==> src/hdl/prqd_pkg.sv <==
// Package for the priority ready queue dispatcher: constants, transaction types and helpers.
`timescale 1ns / 1ps

package prqd_pkg;

    // Queue capacity and priority width.
    localparam int QUEUE_DEPTH = 64;
    localparam int PRIO_BITS   = 3;
    localparam int SLOT_W      = 6;
    localparam int ADDR_W      = $clog2(QUEUE_DEPTH);
    localparam int CNT_W       = $clog2(QUEUE_DEPTH + 1);
    localparam int ENTRY_W     = SLOT_W + PRIO_BITS;

    // Command codes.
    localparam logic CMD_READY    = 1'b0;
    localparam logic CMD_DISPATCH = 1'b1;

    // Running process states reported with a dispatch.
    localparam logic [1:0] RUN_RUNNABLE = 2'd0;

    // Status codes.
    localparam logic [1:0] STATUS_OK    = 2'd0;
    localparam logic [1:0] STATUS_FULL  = 2'd1;
    localparam logic [1:0] STATUS_EMPTY = 2'd2;

    typedef struct packed {
        logic       cmd;
        logic [5:0] proc_slot;
        logic [2:0] prio;
        logic [1:0] run_state;
    } t_in_item;

    typedef struct packed {
        logic       switched;
        logic       run_valid;
        logic [5:0] run_slot;
        logic [5:0] prev_slot;
        logic [1:0] status_code;
    } t_out_item;

    // One queue entry as held in the memory.
    typedef struct packed {
        logic [SLOT_W-1:0]    slot;
        logic [PRIO_BITS-1:0] prio;
    } t_entry;

    typedef enum logic [2:0] {
        S_IDLE,
        S_HEAD_RD,
        S_HEAD_CMP,
        S_INS_RD,
        S_INS_CMP,
        S_OUT
    } t_state;

    // Physical address of the entry k places behind the head of the circular queue.
    function automatic logic [ADDR_W-1:0] f_phys(input logic [ADDR_W-1:0] head,
                                                  input logic [CNT_W-1:0]  k);
        logic [CNT_W:0] sum;
        sum = (CNT_W + 1)'(head) + (CNT_W + 1)'(k);
        if (sum >= (CNT_W + 1)'(QUEUE_DEPTH)) begin
            sum = sum - (CNT_W + 1)'(QUEUE_DEPTH);
        end
        return sum[ADDR_W-1:0];
    endfunction

endpackage

==> src/hdl/prqd_ram.sv <==
// Generic single write port, single read port RAM with registered read data.
`timescale 1ns / 1ps

module prqd_ram #(
    parameter int WIDTH = 8,
    parameter int DEPTH = 64
) (
    input  logic                     i_clk,
    input  logic                     i_we,
    input  logic [$clog2(DEPTH)-1:0] i_waddr,
    input  logic [WIDTH-1:0]         i_wdata,
    input  logic [$clog2(DEPTH)-1:0] i_raddr,
    output logic [WIDTH-1:0]         o_rdata
);

    logic [WIDTH-1:0] r_mem [DEPTH];
    logic [WIDTH-1:0] r_rdata;

    always_ff @(posedge i_clk) begin
        if (i_we) begin
            r_mem[i_waddr] <= i_wdata;
        end
        r_rdata <= r_mem[i_raddr];
    end

    assign o_rdata = r_rdata;

endmodule

==> src/hdl/priority_ready_queue_dispatcher.sv <==
// Top level of the priority ready queue dispatcher: sequencer, queue memory and running process.
`timescale 1ns / 1ps

// The dispatcher keeps a ready queue of process slots ordered by priority (a lower number is
// more urgent, first come first served within a priority) together with the one running
// process. A ready transaction (cmd 0) inserts a slot behind every entry of equal or more
// urgent priority, or reports status 1 when the queue is full. A dispatch transaction (cmd 1)
// carries the running process's state and produces the decision: the queue head is taken when
// nothing runs, when the head is strictly more urgent (a runnable process is then put back), or
// when the running process is blocked or quitting; status 2 flags an empty queue when a process
// was needed. Every input transaction gives exactly one result transaction. The block handles
// one transaction at a time. The queue lives in a circular memory with a head pointer, so taking
// the head is a pointer step, while an insert walks back from the tail one entry at a time,
// moving each less urgent entry up by one place through the memory's single read and write
// ports. A transaction that touches no queue entry goes straight to its result, a dispatch
// reads and checks the head first, and an insert reads and compares one entry at a time until
// the new entry's place is found or the walk reaches the head of the queue; a preemption does
// the head check before its insert. The block is ready again in the cycle after the result is
// taken. The memory needs no clearing after reset: only entries below the fill count are ever
// read.
module priority_ready_queue_dispatcher (
    input  logic                 i_clk,
    input  logic                 i_rst_n,
    input  logic                 i_in_valid,
    output logic                 o_in_ready,
    input  prqd_pkg::t_in_item   i_in_data,
    output logic                 o_out_valid,
    input  logic                 i_out_ready,
    output prqd_pkg::t_out_item  o_out_data
);

    // Sequencer state.
    prqd_pkg::t_state r_state, n_state;

    // Queue bookkeeping: head pointer, fill count and the insert walk index.
    logic [prqd_pkg::ADDR_W-1:0]    r_head, n_head;
    logic [prqd_pkg::CNT_W-1:0]     r_count, n_count;
    logic [prqd_pkg::CNT_W-1:0]     r_k, n_k;

    // Entry being inserted.
    logic [prqd_pkg::SLOT_W-1:0]    r_ins_slot, n_ins_slot;
    logic [prqd_pkg::PRIO_BITS-1:0] r_ins_prio, n_ins_prio;

    // Running process.
    logic                           r_run_valid, n_run_valid;
    logic [prqd_pkg::SLOT_W-1:0]    r_run_slot, n_run_slot;
    logic [prqd_pkg::PRIO_BITS-1:0] r_run_prio, n_run_prio;
    logic                           r_runnable, n_runnable;

    // Result fields gathered during the transaction.
    logic                           r_switched, n_switched;
    logic [prqd_pkg::SLOT_W-1:0]    r_prev, n_prev;
    logic [1:0]                     r_status, n_status;

    // Memory ports.
    logic                           ram_we;
    logic [prqd_pkg::ADDR_W-1:0]    ram_waddr;
    logic [prqd_pkg::ADDR_W-1:0]    ram_raddr;
    prqd_pkg::t_entry               ram_wdata;
    prqd_pkg::t_entry               rd_entry;
    logic [prqd_pkg::ENTRY_W-1:0]   ram_rdata;

    logic                           in_accept;
    logic [prqd_pkg::CNT_W-1:0]     k_prev;
    logic [prqd_pkg::ADDR_W-1:0]    addr_k;
    logic [prqd_pkg::ADDR_W-1:0]    addr_k_prev;
    logic [prqd_pkg::ADDR_W-1:0]    head_next;

    // The one priority comparator, shared between the head check and the insert walk.
    logic [prqd_pkg::PRIO_BITS-1:0] cmp_a, cmp_b;
    logic                           cmp_lt;
    logic                           take_head;

    assign in_accept = i_in_valid && o_in_ready;
    assign rd_entry  = prqd_pkg::t_entry'(ram_rdata);

    assign k_prev      = (r_k == '0) ? '0 : r_k - prqd_pkg::CNT_W'(1);
    assign addr_k      = prqd_pkg::f_phys(r_head, r_k);
    assign addr_k_prev = prqd_pkg::f_phys(r_head, k_prev);
    assign head_next   = prqd_pkg::f_phys(r_head, prqd_pkg::CNT_W'(1));

    // At the head check the question is whether the head beats the running process; during the
    // insert walk it is whether the new entry beats the entry just read, in which case that
    // entry moves up one place.
    always_comb begin
        if (r_state == prqd_pkg::S_HEAD_CMP) begin
            cmp_a = rd_entry.prio;
            cmp_b = r_run_prio;
        end else begin
            cmp_a = r_ins_prio;
            cmp_b = rd_entry.prio;
        end
    end

    assign cmp_lt    = cmp_a < cmp_b;
    assign take_head = !r_run_valid || cmp_lt || !r_runnable;

    prqd_ram #(
        .WIDTH (prqd_pkg::ENTRY_W),
        .DEPTH (prqd_pkg::QUEUE_DEPTH)
    ) u_queue_ram (
        .i_clk   (i_clk),
        .i_we    (ram_we),
        .i_waddr (ram_waddr),
        .i_wdata (ram_wdata),
        .i_raddr (ram_raddr),
        .o_rdata (ram_rdata)
    );

    // Next state.
    always_comb begin
        n_state = r_state;
        case (r_state)
            prqd_pkg::S_IDLE: begin
                if (in_accept) begin
                    if (i_in_data.cmd == prqd_pkg::CMD_READY) begin
                        if (r_count == prqd_pkg::CNT_W'(prqd_pkg::QUEUE_DEPTH)) begin
                            n_state = prqd_pkg::S_OUT;
                        end else begin
                            n_state = prqd_pkg::S_INS_RD;
                        end
                    end else if (r_count == '0) begin
                        n_state = prqd_pkg::S_OUT;
                    end else begin
                        n_state = prqd_pkg::S_HEAD_RD;
                    end
                end
            end
            prqd_pkg::S_HEAD_RD: begin
                n_state = prqd_pkg::S_HEAD_CMP;
            end
            prqd_pkg::S_HEAD_CMP: begin
                // A preempted process that is still runnable goes back into the queue.
                if (take_head && r_run_valid && r_runnable) begin
                    n_state = prqd_pkg::S_INS_RD;
                end else begin
                    n_state = prqd_pkg::S_OUT;
                end
            end
            prqd_pkg::S_INS_RD: begin
                if (r_k == '0) begin
                    n_state = prqd_pkg::S_OUT;
                end else begin
                    n_state = prqd_pkg::S_INS_CMP;
                end
            end
            prqd_pkg::S_INS_CMP: begin
                if (cmp_lt) begin
                    n_state = prqd_pkg::S_INS_RD;
                end else begin
                    n_state = prqd_pkg::S_OUT;
                end
            end
            prqd_pkg::S_OUT: begin
                if (i_out_ready) begin
                    n_state = prqd_pkg::S_IDLE;
                end
            end
            default: begin
                n_state = prqd_pkg::S_IDLE;
            end
        endcase
    end

    // Handshake and memory control.
    always_comb begin
        o_in_ready  = (r_state == prqd_pkg::S_IDLE);
        o_out_valid = (r_state == prqd_pkg::S_OUT);
        ram_raddr   = (r_state == prqd_pkg::S_HEAD_RD) ? r_head : addr_k_prev;
        ram_waddr   = addr_k;
        ram_we      = 1'b0;
        ram_wdata   = '{slot: r_ins_slot, prio: r_ins_prio};
        case (r_state)
            prqd_pkg::S_INS_RD: begin
                // Reached the head end of the queue: the new entry goes first.
                ram_we = (r_k == '0);
            end
            prqd_pkg::S_INS_CMP: begin
                ram_we = 1'b1;
                if (cmp_lt) begin
                    ram_wdata = rd_entry;
                end
            end
            default: begin
                ram_we = 1'b0;
            end
        endcase
    end

    // Next values of the queue, running process and result registers.
    always_comb begin
        n_head      = r_head;
        n_count     = r_count;
        n_k         = r_k;
        n_ins_slot  = r_ins_slot;
        n_ins_prio  = r_ins_prio;
        n_run_valid = r_run_valid;
        n_run_slot  = r_run_slot;
        n_run_prio  = r_run_prio;
        n_runnable  = r_runnable;
        n_switched  = r_switched;
        n_prev      = r_prev;
        n_status    = r_status;
        case (r_state)
            prqd_pkg::S_IDLE: begin
                if (in_accept) begin
                    n_switched = 1'b0;
                    n_prev     = '0;
                    n_status   = prqd_pkg::STATUS_OK;
                    n_ins_slot = i_in_data.proc_slot;
                    n_ins_prio = i_in_data.prio[prqd_pkg::PRIO_BITS-1:0];
                    n_k        = r_count;
                    // Any state other than runnable, the unused code included, counts as blocked.
                    n_runnable = (i_in_data.run_state == prqd_pkg::RUN_RUNNABLE);
                    if (i_in_data.cmd == prqd_pkg::CMD_READY) begin
                        if (r_count == prqd_pkg::CNT_W'(prqd_pkg::QUEUE_DEPTH)) begin
                            n_status = prqd_pkg::STATUS_FULL;
                        end
                    end else if (r_count == '0) begin
                        if (!r_run_valid) begin
                            n_status = prqd_pkg::STATUS_EMPTY;
                        end else if (i_in_data.run_state != prqd_pkg::RUN_RUNNABLE) begin
                            // The running process stops and nothing can replace it.
                            n_run_valid = 1'b0;
                            n_run_slot  = '0;
                            n_run_prio  = '0;
                            n_prev      = r_run_slot;
                            n_status    = prqd_pkg::STATUS_EMPTY;
                        end
                    end
                end
            end
            prqd_pkg::S_HEAD_CMP: begin
                if (take_head) begin
                    n_run_valid = 1'b1;
                    n_run_slot  = rd_entry.slot;
                    n_run_prio  = rd_entry.prio;
                    n_head      = head_next;
                    n_count     = r_count - prqd_pkg::CNT_W'(1);
                    n_switched  = 1'b1;
                    n_prev      = r_run_valid ? r_run_slot : '0;
                    // Prepared for putting the old process back, used only when it is runnable.
                    n_ins_slot  = r_run_slot;
                    n_ins_prio  = r_run_prio;
                    n_k         = r_count - prqd_pkg::CNT_W'(1);
                end
            end
            prqd_pkg::S_INS_RD: begin
                if (r_k == '0) begin
                    n_count = r_count + prqd_pkg::CNT_W'(1);
                end
            end
            prqd_pkg::S_INS_CMP: begin
                if (cmp_lt) begin
                    n_k = k_prev;
                end else begin
                    n_count = r_count + prqd_pkg::CNT_W'(1);
                end
            end
            default: begin
                n_head = r_head;
            end
        endcase
    end

    // Control registers.
    always_ff @(posedge i_clk) begin
        if (!i_rst_n) begin
            r_state     <= prqd_pkg::S_IDLE;
            r_head      <= '0;
            r_count     <= '0;
            r_run_valid <= 1'b0;
            r_run_slot  <= '0;
            r_run_prio  <= '0;
        end else begin
            r_state     <= n_state;
            r_head      <= n_head;
            r_count     <= n_count;
            r_run_valid <= n_run_valid;
            r_run_slot  <= n_run_slot;
            r_run_prio  <= n_run_prio;
        end
    end

    // Payload registers.
    always_ff @(posedge i_clk) begin
        r_k        <= n_k;
        r_ins_slot <= n_ins_slot;
        r_ins_prio <= n_ins_prio;
        r_runnable <= n_runnable;
        r_switched <= n_switched;
        r_prev     <= n_prev;
        r_status   <= n_status;
    end

    // The result is held in registers for as long as the output transaction waits.
    always_comb begin
        o_out_data.switched    = r_switched;
        o_out_data.run_valid   = r_run_valid;
        o_out_data.run_slot    = r_run_valid ? r_run_slot : '0;
        o_out_data.prev_slot   = r_prev;
        o_out_data.status_code = r_status;
    end

endmodule

==> config.mk <==
export PLATFORM = sky130hd
export DESIGN_NAME = priority_ready_queue_dispatcher
export DESIGN_NICKNAME = d
export VERILOG_FILES = /design/src/hdl/prqd_pkg.sv /design/src/hdl/prqd_ram.sv /design/src/hdl/priority_ready_queue_dispatcher.sv
export SDC_FILE = /design/constraint.sdc
export NUM_CORES = 1
export LEC_CHECK = 0
export BUFFER_PORTS_ARGS = -buffer_cell sky130_fd_sc_hd__clkbuf_2
export CORE_UTILIZATION = 40
export CTS_BUF_LIST = sky130_fd_sc_hd__clkbuf_8 sky130_fd_sc_hd__clkbuf_16
export CTS_CLUSTER_DIAMETER = 50
export DETAILED_ROUTE_END_ITERATION = 7
export GPL_TIMING_DRIVEN = 0
export PLACE_DENSITY = 0.57
export SKIP_CTS_REPAIR_TIMING = 1
export SYNTH_ARGS = -nofsm -noshare
export SYNTH_HDL_FRONTEND = slang
export SYNTH_SLANG_ARGS = --single-unit
==> constraint.sdc <==
create_clock -name i_clk -period 6.7 [get_ports i_clk]
set_input_delay 1.34 -clock i_clk [delete_from_list [all_inputs] [get_ports i_clk]]
set_output_delay 1.34 -clock i_clk [all_outputs]
set_load 0.02 [all_outputs]
==> results of run 1 <==
[final cells by class]
type,instances,area [µm²]
fill,5859,35700
sequential,637,18800
multi-input combinational,1080,7520
clock buffer,71,1770
tap,864,1080
buffer,106,549
clock inverter,53,432
timing repair buffer,35,213
inverter,11,42.5
[worst max-delay path: cells and delay by family, from the launching register on]
kind | cells | cell delay, ns
flip-flops | 1 | 0.50
buffers and inverters | 4 | 1.21
AND/OR/NAND/NOR | 5 | 1.13
adder cells (fa/ha/maj) | 3 | 0.96
AO/OA/AOI/OAI | 2 | 0.86
multiplexers | 4 | 0.96
[cells by family (layout without fill, tap and decap cells)]
family | after synthesis | in the layout | synth area share (%)
AOI/OAI and AO/OA | 301 | 301 | 8.29
xor gates and xnor gates | 24 | 24 | 0.853
adders and majority gates | 19 | 19 | 0.941
buffers and inverters | 117 | 276 | 2.20
DFF | 637 | 637 | 69.9
muxes | 251 | 251 | 9.55
and+or+nand+nor | 485 | 485 | 8.25
[flip-flops by register name, summed over array words and instances, names as in the netlist, 2 cells and up]
name,flops
r_head,6
r_k,7
r_status,2
r_ins_slot,6
r_count,7
u_queue_ram.o_rdata,9
r_state,3
r_prev,6
r_ins_prio,3
u_queue_ram.r_mem,576
r_run_prio,3
r_run_slot,6
[path summary, 6_finish.rpt]
check / from / to / slack, ns / depth (start not counted)
hold reg to reg: u_queue_ram.o_rdata[5] / r_run_slot[2] / 0.46 / 2
hold / removal: u_queue_ram.o_rdata[5] / r_run_slot[2] / 0.46 / 2
setup / recovery: r_k[1] / u_queue_ram.o_rdata[3] / 0.90 / 18
setup reg to reg: r_k[1] / u_queue_ram.o_rdata[3] / 0.90 / 18
[cell usage in the layout (no fill, tap or decap), types with 35 or more instances in the layout]
cell	instances
mux2i_1	230
dfxtp_1	35
nor2b_1	59
edfxtp_1	602
clkbuf_1	48
clkbuf_16	70
nor2_1	101
nand2_1	218
a211oi_1	71
a21oi_1	68
[through the flow]
| step | instances | util [%] | hold slack, ns |
|---|---|---|---|
| floorplan | 1834 | - | 0.437 |
| global placement | 2730 | 42.5 | 0.445 |
| detailed placement | 2733 | 42.6 | 0.452 |
| CTS | 2857 | 46.0 | 0.459 |
| global route | 2857 | 46.0 | 0.488 |
| finish | 2857 | 46.0 | 0.460 |
[per-layer routing]
layer	global-route usage, %	wire (µm)
met4	8.16	2640
met3	4.85	5500
met5	0	0
met1	28.6	30700
met2	32.5	32400
==> impl_metrics.yaml, run 1 <==
run_status:
  status: "complete, but fails checks"
  violations: "DRC"
floorplan:
  core_um2: 66100
  die_h_um: 261
  die_x_um: 261
  row_count: 94
  start_util_pct: 40.6
  die-area_um2: 68200
  pin_count: 34
critical_path:
  crit_type: "flop to flop"
  crit_path_top_delay_cell: "nor3_1"
  worstPathArrival_ns: 6.26
  crit_chain: "inv_1 -> ha_1 -> nand2b_1 -> nand2b_1 -> nor3_1 -> nor2_1 -> ha_1 -> fa_1 -> mux2i_1 -> buf_2 -> buf_4 -> buf_2 -> mux2i_1 -> nand2_1 -> a32o_1 -> a31oi_1 -> mux2i_1 -> mux2_2"
  slowest_delay_ns: 0.58
  path_common_cell: "mux2i_1"
  crit_required_ns: 7.16
  start_kind: "flop"
  critPathMaxFanout: 10
  worstSetupEndpointType: "flop"
synthesis:
  yosysSeqAreaShare_pct: 69.9
  synth_cell_type_count: 68
  ys_top_cells_by_count: "602 x edfxtp_1, 230 x mux2i_1, 218 x nand2_1"
  ys_ff_latch: 637
  syn_area_per_cell_um2: 14.6
  synth_ff_type: "edfxtp_1"
  syn_inst: 1834
  synth_top_cell_by_area: "edfxtp_1"
  synth-edff-count: 602
  synthTopCellsByArea: "edfxtp_1 67%, mux2i_1 8.6%, nand2_1 3.0%"
  synth-async-reset-ratio_pct: 0
  yosysMostFrequentCell: "edfxtp_1"
  yosysTopAreaCellShare_pct: 67.3
  synth_area_um2: 26900
  ys_warn_count: 0
  synth_nets: 1869
final_layout:
  drive_gt1_share_pct: 11.2
  fin_nets: 1976
  diodes: 0
  synthToLayoutAreaGrowth_pct: 13.1
  final_area_um2: 30400
placement:
  place_ws_ns: 0.958
  gp_congestion: 0.877
  dp_hpwl_mm: 46.1
  placement.io_buffers: 32
  place_area_um2: 28200
clocking:
  path_clk_slew_ns: 0.06
  cts_tree: "yes"
  htreeDepth: 3
  insertion_delay_ns: 0.61
  cts_sinks: 637
  cts_max_path_buffers: 3
  clockRootBuffer: "clkbuf_16"
  numCtsBuffers: 70
job:
  drv_cap: 0
sta:
  period_needed_ns: 5.80
  fmax_ghz: 0.172
  setup_slack_ns: 0.896
  skew_ns: 0.0344
  slew_headroom_pct: 13.7
  rsz0062_at_grt: "false"
  max_slew.worst_pin.slew_ns: 1.29
  finalSetupTns_ns: 0
  hold_viol: 0
  setup_violations: 0
  slew_violations: 0
  post-route-period-util_pct: 86.6
route:
  routed_wirelength_mm: 71.3
  vias: 16100
  drc: 6
  wl_per_cell_um: 24.9
  firstDrtPassIters: 8
  ant_nets: 0
  vias_per_cell: 5.64
  drt_iter0_markers: 1735
global_route:
  grt_pass1_vias: 15900
  grt.total_usage_pct: 21.0
  grt_max_degree: 65
  overflow: 0
  antenna_found_initial: 1
  grt_pass1_wl_mm: 103
worst_hold_path:
  hold_class: "flop to flop"
Power of run 1 is left out: the tool's default activity adds up to more than one toggle a clock period on the data nets, which glitch-free logic cannot reach.
==> inputs of run 2 (changes only) <==
--- a/config.mk
+++ b/config.mk
@@ -5,7 +5,7 @@
 export SDC_FILE = /design/constraint.sdc
 export NUM_CORES = 1
 export LEC_CHECK = 0
-export BUFFER_PORTS_ARGS = -buffer_cell sky130_fd_sc_hd__clkbuf_2
+export BUFFER_PORTS_ARGS = -buffer_cell sky130_fd_sc_hd__buf_2
 export CORE_UTILIZATION = 40
 export CTS_BUF_LIST = sky130_fd_sc_hd__clkbuf_8 sky130_fd_sc_hd__clkbuf_16
 export CTS_CLUSTER_DIAMETER = 50
==> run 2 against run 1 <==
  * The flow still finishes with violations (DRC)
  * Fmax decreased by 0.61%
  * Non-clock buffer count decreased by 1
  * Global-route usage about the same
  * Final cell count increased by 0.25%
  * Setup slack got worse by 0.035 ns
  * Via count decreased by 0.33%
  * Sequential share of layout area decreased by 0.36 points
  * Count of clock-buffer cells in the layout increased by 4
  * First-iteration DRC count decreased by 10%
  * Worst hold slack got worse by 0.0047 ns
  * Design area increased by 0.59%
  * Critical path depth decreased by 1
  * Largest cell class unchanged
==> impl_metrics.yaml, run 2 (synthesized netlist as in run 1, its figures left out) <==
placement:
  gp_congestion: 0.879
  dp_hpwl_mm: 45.9
  placement.io_buffers: 32
critical_path:
  crit_type: "flop to flop"
  worstSetupStartpoint: "r_k[1]"
  r2r-start: "r_k[1]"
  worstPathArrival_ns: 6.32
  critPathMaxFanout: 10
  rr_endpoint: "u_queue_ram.o_rdata[2]"
  start_kind: "flop"
  worstSetupEndpointType: "flop"
  r2r_cells: 17
  crit_required_ns: 7.18
  r2r_slack_ns: 0.86
route:
  wl_per_cell_um: 24.9
  drt_iter0_markers: 1561
  vias_per_cell: 5.61
  drc: 7
  ant_nets: 0
  firstDrtPassIters: 8
  vias: 16100
  routed_wirelength_mm: 71.2
worst_hold_path:
  hold_class: "flop to flop"
  holdPathStages: 2
  min_from: "r_run_prio[1]"
  min_to: "r_run_prio[1]"
final_layout:
  final_common_cell: "edfxtp_1"
  synthToLayoutAreaGrowth_pct: 13.8
  regMostFlops: "u_queue_ram.r_mem"
  fin_nets: 1979
  drive_gt1_share_pct: 11.9
  final_cell_mix: "602 x edfxtp_1, 230 x mux2i_1, 218 x nand2_1"
  largest_reg_flops: 576
  diodes: 0
global_route:
  grtUsageMet1_pct: 29.4
  overflow: 0
  gr-usage-met3_pct: 3.49
  busiest_layer: "met2"
  globalRouteMet2Util_pct: 33.3
  antenna_found_initial: 2
  grt_max_degree: 65
  grt_pass1_wl_mm: 104
  grt.total_usage_pct: 21.0
  grt_pass1_vias: 15900
sta:
  hold_viol: 0
  fmax_ghz: 0.171
  slew_violations: 0
  post-route-period-util_pct: 87.2
  setup_violations: 0
  rsz0062_at_grt: "false"
  finalSetupTns_ns: 0
  skew_ns: 0.0328
  max_slew.worst_pin.slew_ns: 1.24
  slew_headroom_pct: 17.5
  period_needed_ns: 5.84
floorplan:
  row_count: 94
  start_util_pct: 40.6
  core_um2: 66100
  die_h_um: 261
  die-area_um2: 68200
  pin_count: 34
  die_x_um: 261
clocking:
  numCtsBuffers: 74
  htreeDepth: 3
  cts_sinks: 637
  cts_max_path_buffers: 3
  clockRootBuffer: "clkbuf_16"
  path_clk_slew_ns: 0.06
  insertion_delay_ns: 0.63
  cts_tree: "yes"
job:
  drv_cap: 0
run_status:
  violations: "DRC"
  status: "complete, but fails checks"
[run 2: changes by cell type in the layout (fill, tap and decap cells not counted), moves of 2 or more]
cell	delta
buf_2	+32
clkbuf_16	+5
clkbuf_2	-32
clkinv_1	-4
clkinv_2	+2
clkinvlp_4	+6
inv_1	-2
[run 2: critical path, cell delays in order (launching register included)]
cell      delay, ns
edfxtp_1       0.49
inv_1          0.10
ha_1           0.15
nand2b_1       0.10
nand2b_1       0.21
nor3_1         0.58
nor2_1         0.18
ha_1           0.27
fa_1           0.43
xnor2_1        0.32
mux2_4         0.22
buf_6          0.13
buf_2          0.40
clkbuf_1       0.65
a21oi_1        0.24
a221oi_1       0.74
mux2i_1        0.15
mux2_2         0.34
[run 2: cell type report]
class	count	area (µm²)
Fill cell	5809	35500
Sequential cell	637	18800
Inverter	11	42.5
Clock inverter	57	515
Buffer	106	549
Tap cell	864	1080
Timing Repair Buffer	34	193
Clock buffer	75	1880
Multi-Input combinational cell	1080	7520
[run 2: worst max path at each step]
stage	slack [ns]	cells after the start	end
final	0.86	17	u_queue_ram.o_rdata[2]
after global routing	0.61	18	u_queue_ram.o_rdata[3]
after CTS	0.95	18	u_queue_ram.o_rdata[4]
after detailed placement	1.01	18	u_queue_ram.o_rdata[4]
after global placement	1.05	18	u_queue_ram.o_rdata[4]
after floorplan	2.68	17	u_queue_ram.o_rdata[0]
[run 2: metrics by stage]
step	util (%)	hold WS, ns	instance area, µm²	setup WS [ns]	std cells
final	46.2	0.455	30600	0.861	2864
after global routing	46.2	0.491	30600	0.609	2864
after CTS	46.2	0.457	30600	0.953	2864
after detailed placement	42.6	0.449	28200	1.01	2732
after global placement	42.5	0.445	28100	1.05	2730
after floorplan	-	0.437	26900	2.68	1834
[run 2: routing by layer]
metal	share of wire [%]	wire (µm)	up-vias
met2	46	32800	576
met1	44	31600	8107
met5	0	0	-
met3	6.7	4750	122
met4	2.9	2040	0
li1	-	-	7267
Power of run 2 is left out for the same reason.
==> inputs of run 3 (changes only) <==
--- a/config.mk
+++ b/config.mk
@@ -15,4 +15,5 @@
 export SKIP_CTS_REPAIR_TIMING = 1
 export SYNTH_ARGS = -nofsm -noshare
 export SYNTH_HDL_FRONTEND = slang
+export SYNTH_HIERARCHICAL = 1
 export SYNTH_SLANG_ARGS = --single-unit
==> run 3 against run 2 <==
  * The flow now finishes without violations
  * Fmax decreased by 3.0%
  * Register-to-register slack worse by 0.18 ns
  * Highest routed layer unchanged
  * First-iteration DRC count is 6.7% lower
  * Critical path type unchanged
==> impl_metrics.yaml, run 3 <==
run_status:
  status: "complete, no violations"
sta:
  period_needed_ns: 6.02
  post-route-period-util_pct: 89.8
  rsz0062_at_grt: "false"
  finalSetupTns_ns: 0
  setup_violations: 0
  max_slew.worst_pin.slew_ns: 1.36
  slew_violations: 0
  fmax_ghz: 0.166
  skew_ns: 0.0168
  slew_headroom_pct: 9.30
  hold_viol: 0
route:
  vias: 14200
  ant_nets: 0
  drc: 0
  firstDrtPassIters: 5
  vias_per_cell: 5.76
  drt_iter0_markers: 1456
  routed_wirelength_mm: 66.8
  wl_per_cell_um: 27.2
floorplan:
  core_um2: 64500
  die-area_um2: 66400
  die_h_um: 258
  pin_count: 34
  start_util_pct: 40.6
  row_count: 93
  die_x_um: 258
placement:
  gp_congestion: 0.892
  dp_hpwl_mm: 42.7
  placement.io_buffers: 33
final_layout:
  synthToLayoutAreaGrowth_pct: 14.0
  diodes: 0
  largest_reg_flops: 576
  fin_nets: 1580
  final_common_cell: "edfxtp_1"
  regMostFlops: "u_queue_ram/r_mem"
  final_cell_mix: "602 x edfxtp_1, 135 x mux4_2, 103 x nor2_1"
  fillers: 5537
  drive_gt1_share_pct: 22.9
synthesis:
  syn_area_per_cell_um2: 18.2
  synth_top_cell_by_area: "edfxtp_1"
  synthTopCellsByArea: "edfxtp_1 69%, mux4_2 12%, dfxtp_1 2.7%"
  synth-async-reset-ratio_pct: 0
  yosysTopAreaCellShare_pct: 69.2
  yosysSeqAreaShare_pct: 71.8
  synth_area_um2: 26100
  ys_warn_count: 6
  synth_nets: 1469
  ys_ff_latch: 637
  synth_ff_type: "edfxtp_1"
  yosysMostFrequentCell: "edfxtp_1"
  ys_top_cells_by_count: "602 x edfxtp_1, 135 x mux4_2, 103 x nor2_1"
  synth-edff-count: 602
  syn_inst: 1434
  synth_cell_type_count: 74
critical_path:
  crit_chain: "inv_1 -> ha_1 -> nor3b_2 -> and2_1 -> buf_2 -> nor2_1 -> ha_1 -> fa_1 -> xnor2_1 -> o21ai_0 -> buf_2 -> clkbuf_1 -> mux4_2 -> o221ai_1 -> a21oi_1 -> a22o_1"
  worstSetupEndpointType: "flop"
  crit_type: "flop to flop"
  crit_required_ns: 7.18
  worstPathArrival_ns: 6.49
  start_kind: "flop"
  critPathMaxFanout: 10
  slowest_delay_ns: 1.01
  crit_path_top_delay_cell: "o21ai_0"
global_route:
  overflow: 0
  antenna_found_initial: 0
  grt_max_degree: 65
  grt.total_usage_pct: 20.5
  grt_pass1_wl_mm: 98.0
  grt_pass1_vias: 14000
job:
  drv_cap: 0
clocking:
  cts_sinks: 637
  htreeDepth: 3
  numCtsBuffers: 72
  insertion_delay_ns: 0.62
  path_clk_slew_ns: 0.06
  cts_max_path_buffers: 3
  clockRootBuffer: "clkbuf_16"
  cts_tree: "yes"
worst_hold_path:
  hold_class: "flop to flop"
==> run 3: critical path: cells and delay by family (launching register included) <==
kind	cells	cell delay, ns
AND/OR/NAND/NOR	3	0.61
flip-flops	1	0.45
buffers and inverters	4	1.59
AO/OA/AOI/OAI	4	1.81
multiplexers	1	0.43
XOR/XNOR	1	0.14
adder cells (fa/ha/maj)	3	0.84
==> run 3: metal layers <==
metal | wire [µm] | vias to the layer above | GRT usage (%)
met5 | 0 | - | 0
li1 | - | 6043 | -
met1 | 28900 | 7548 | 29.1
met3 | 4210 | 100 | 3.43
met2 | 32100 | 463 | 32.6
met4 | 1570 | 0 | 6.08
==> run 3: cell families (layout without fill, tap and decap cells) <==
logic type,after synthesis,count (layout),share of synthesized area [%]
AND/OR/NAND/NOR,318,318,5.96
flip-flops,637,637,71.8
XOR/XNOR,18,18,0.603
multiplexers,185,185,14.0
buffers and inverters,99,267,2.14
adder cells (fa/ha/maj),19,19,0.967
AO/OA/AOI/OAI,158,158,4.46
==> run 3: final timing paths <==
check,start,endpoint,slack (ns),cells after the start
setup / recovery,r_k[1],u_queue_ram/o_rdata[1],0.68,16
hold / removal,u_queue_ram/o_rdata[7],r_run_slot[4],0.47,2
setup reg to reg,r_k[1],u_queue_ram/o_rdata[1],0.68,16
hold reg to reg,u_queue_ram/o_rdata[7],r_run_slot[4],0.47,2
==> run 3: layout make-up <==
| type | count | area, µm² | share of cell area [%] |
|---|---|---|---|
| clock inverter | 56 | 497 | 1.67 |
| buffer | 83 | 500 | 1.68 |
| timing repair buffer | 37 | 220 | 0.739 |
| multi-input combinational | 698 | 6820 | 22.9 |
| tap | 855 | 1070 | 3.59 |
| inverter | 16 | 60.1 | 0.201 |
| clock buffer | 75 | 1870 | 6.26 |
| sequential | 637 | 18800 | 63.0 |
==> run 3: stage by stage <==
step	cell area, µm²	util (%)	std cells	setup slack, ns	hold WS (ns)
after floorplan	26100	-	1434	2.10	0.443
after CTS	29800	46.2	2456	0.696	0.463
after global routing	29800	46.2	2457	0.495	0.480
after detailed placement	27400	42.5	2325	0.723	0.456
final	29800	46.2	2457	0.683	0.467
after global placement	27400	42.5	2322	0.731	0.455
Power of run 3 is left out for the same reason.
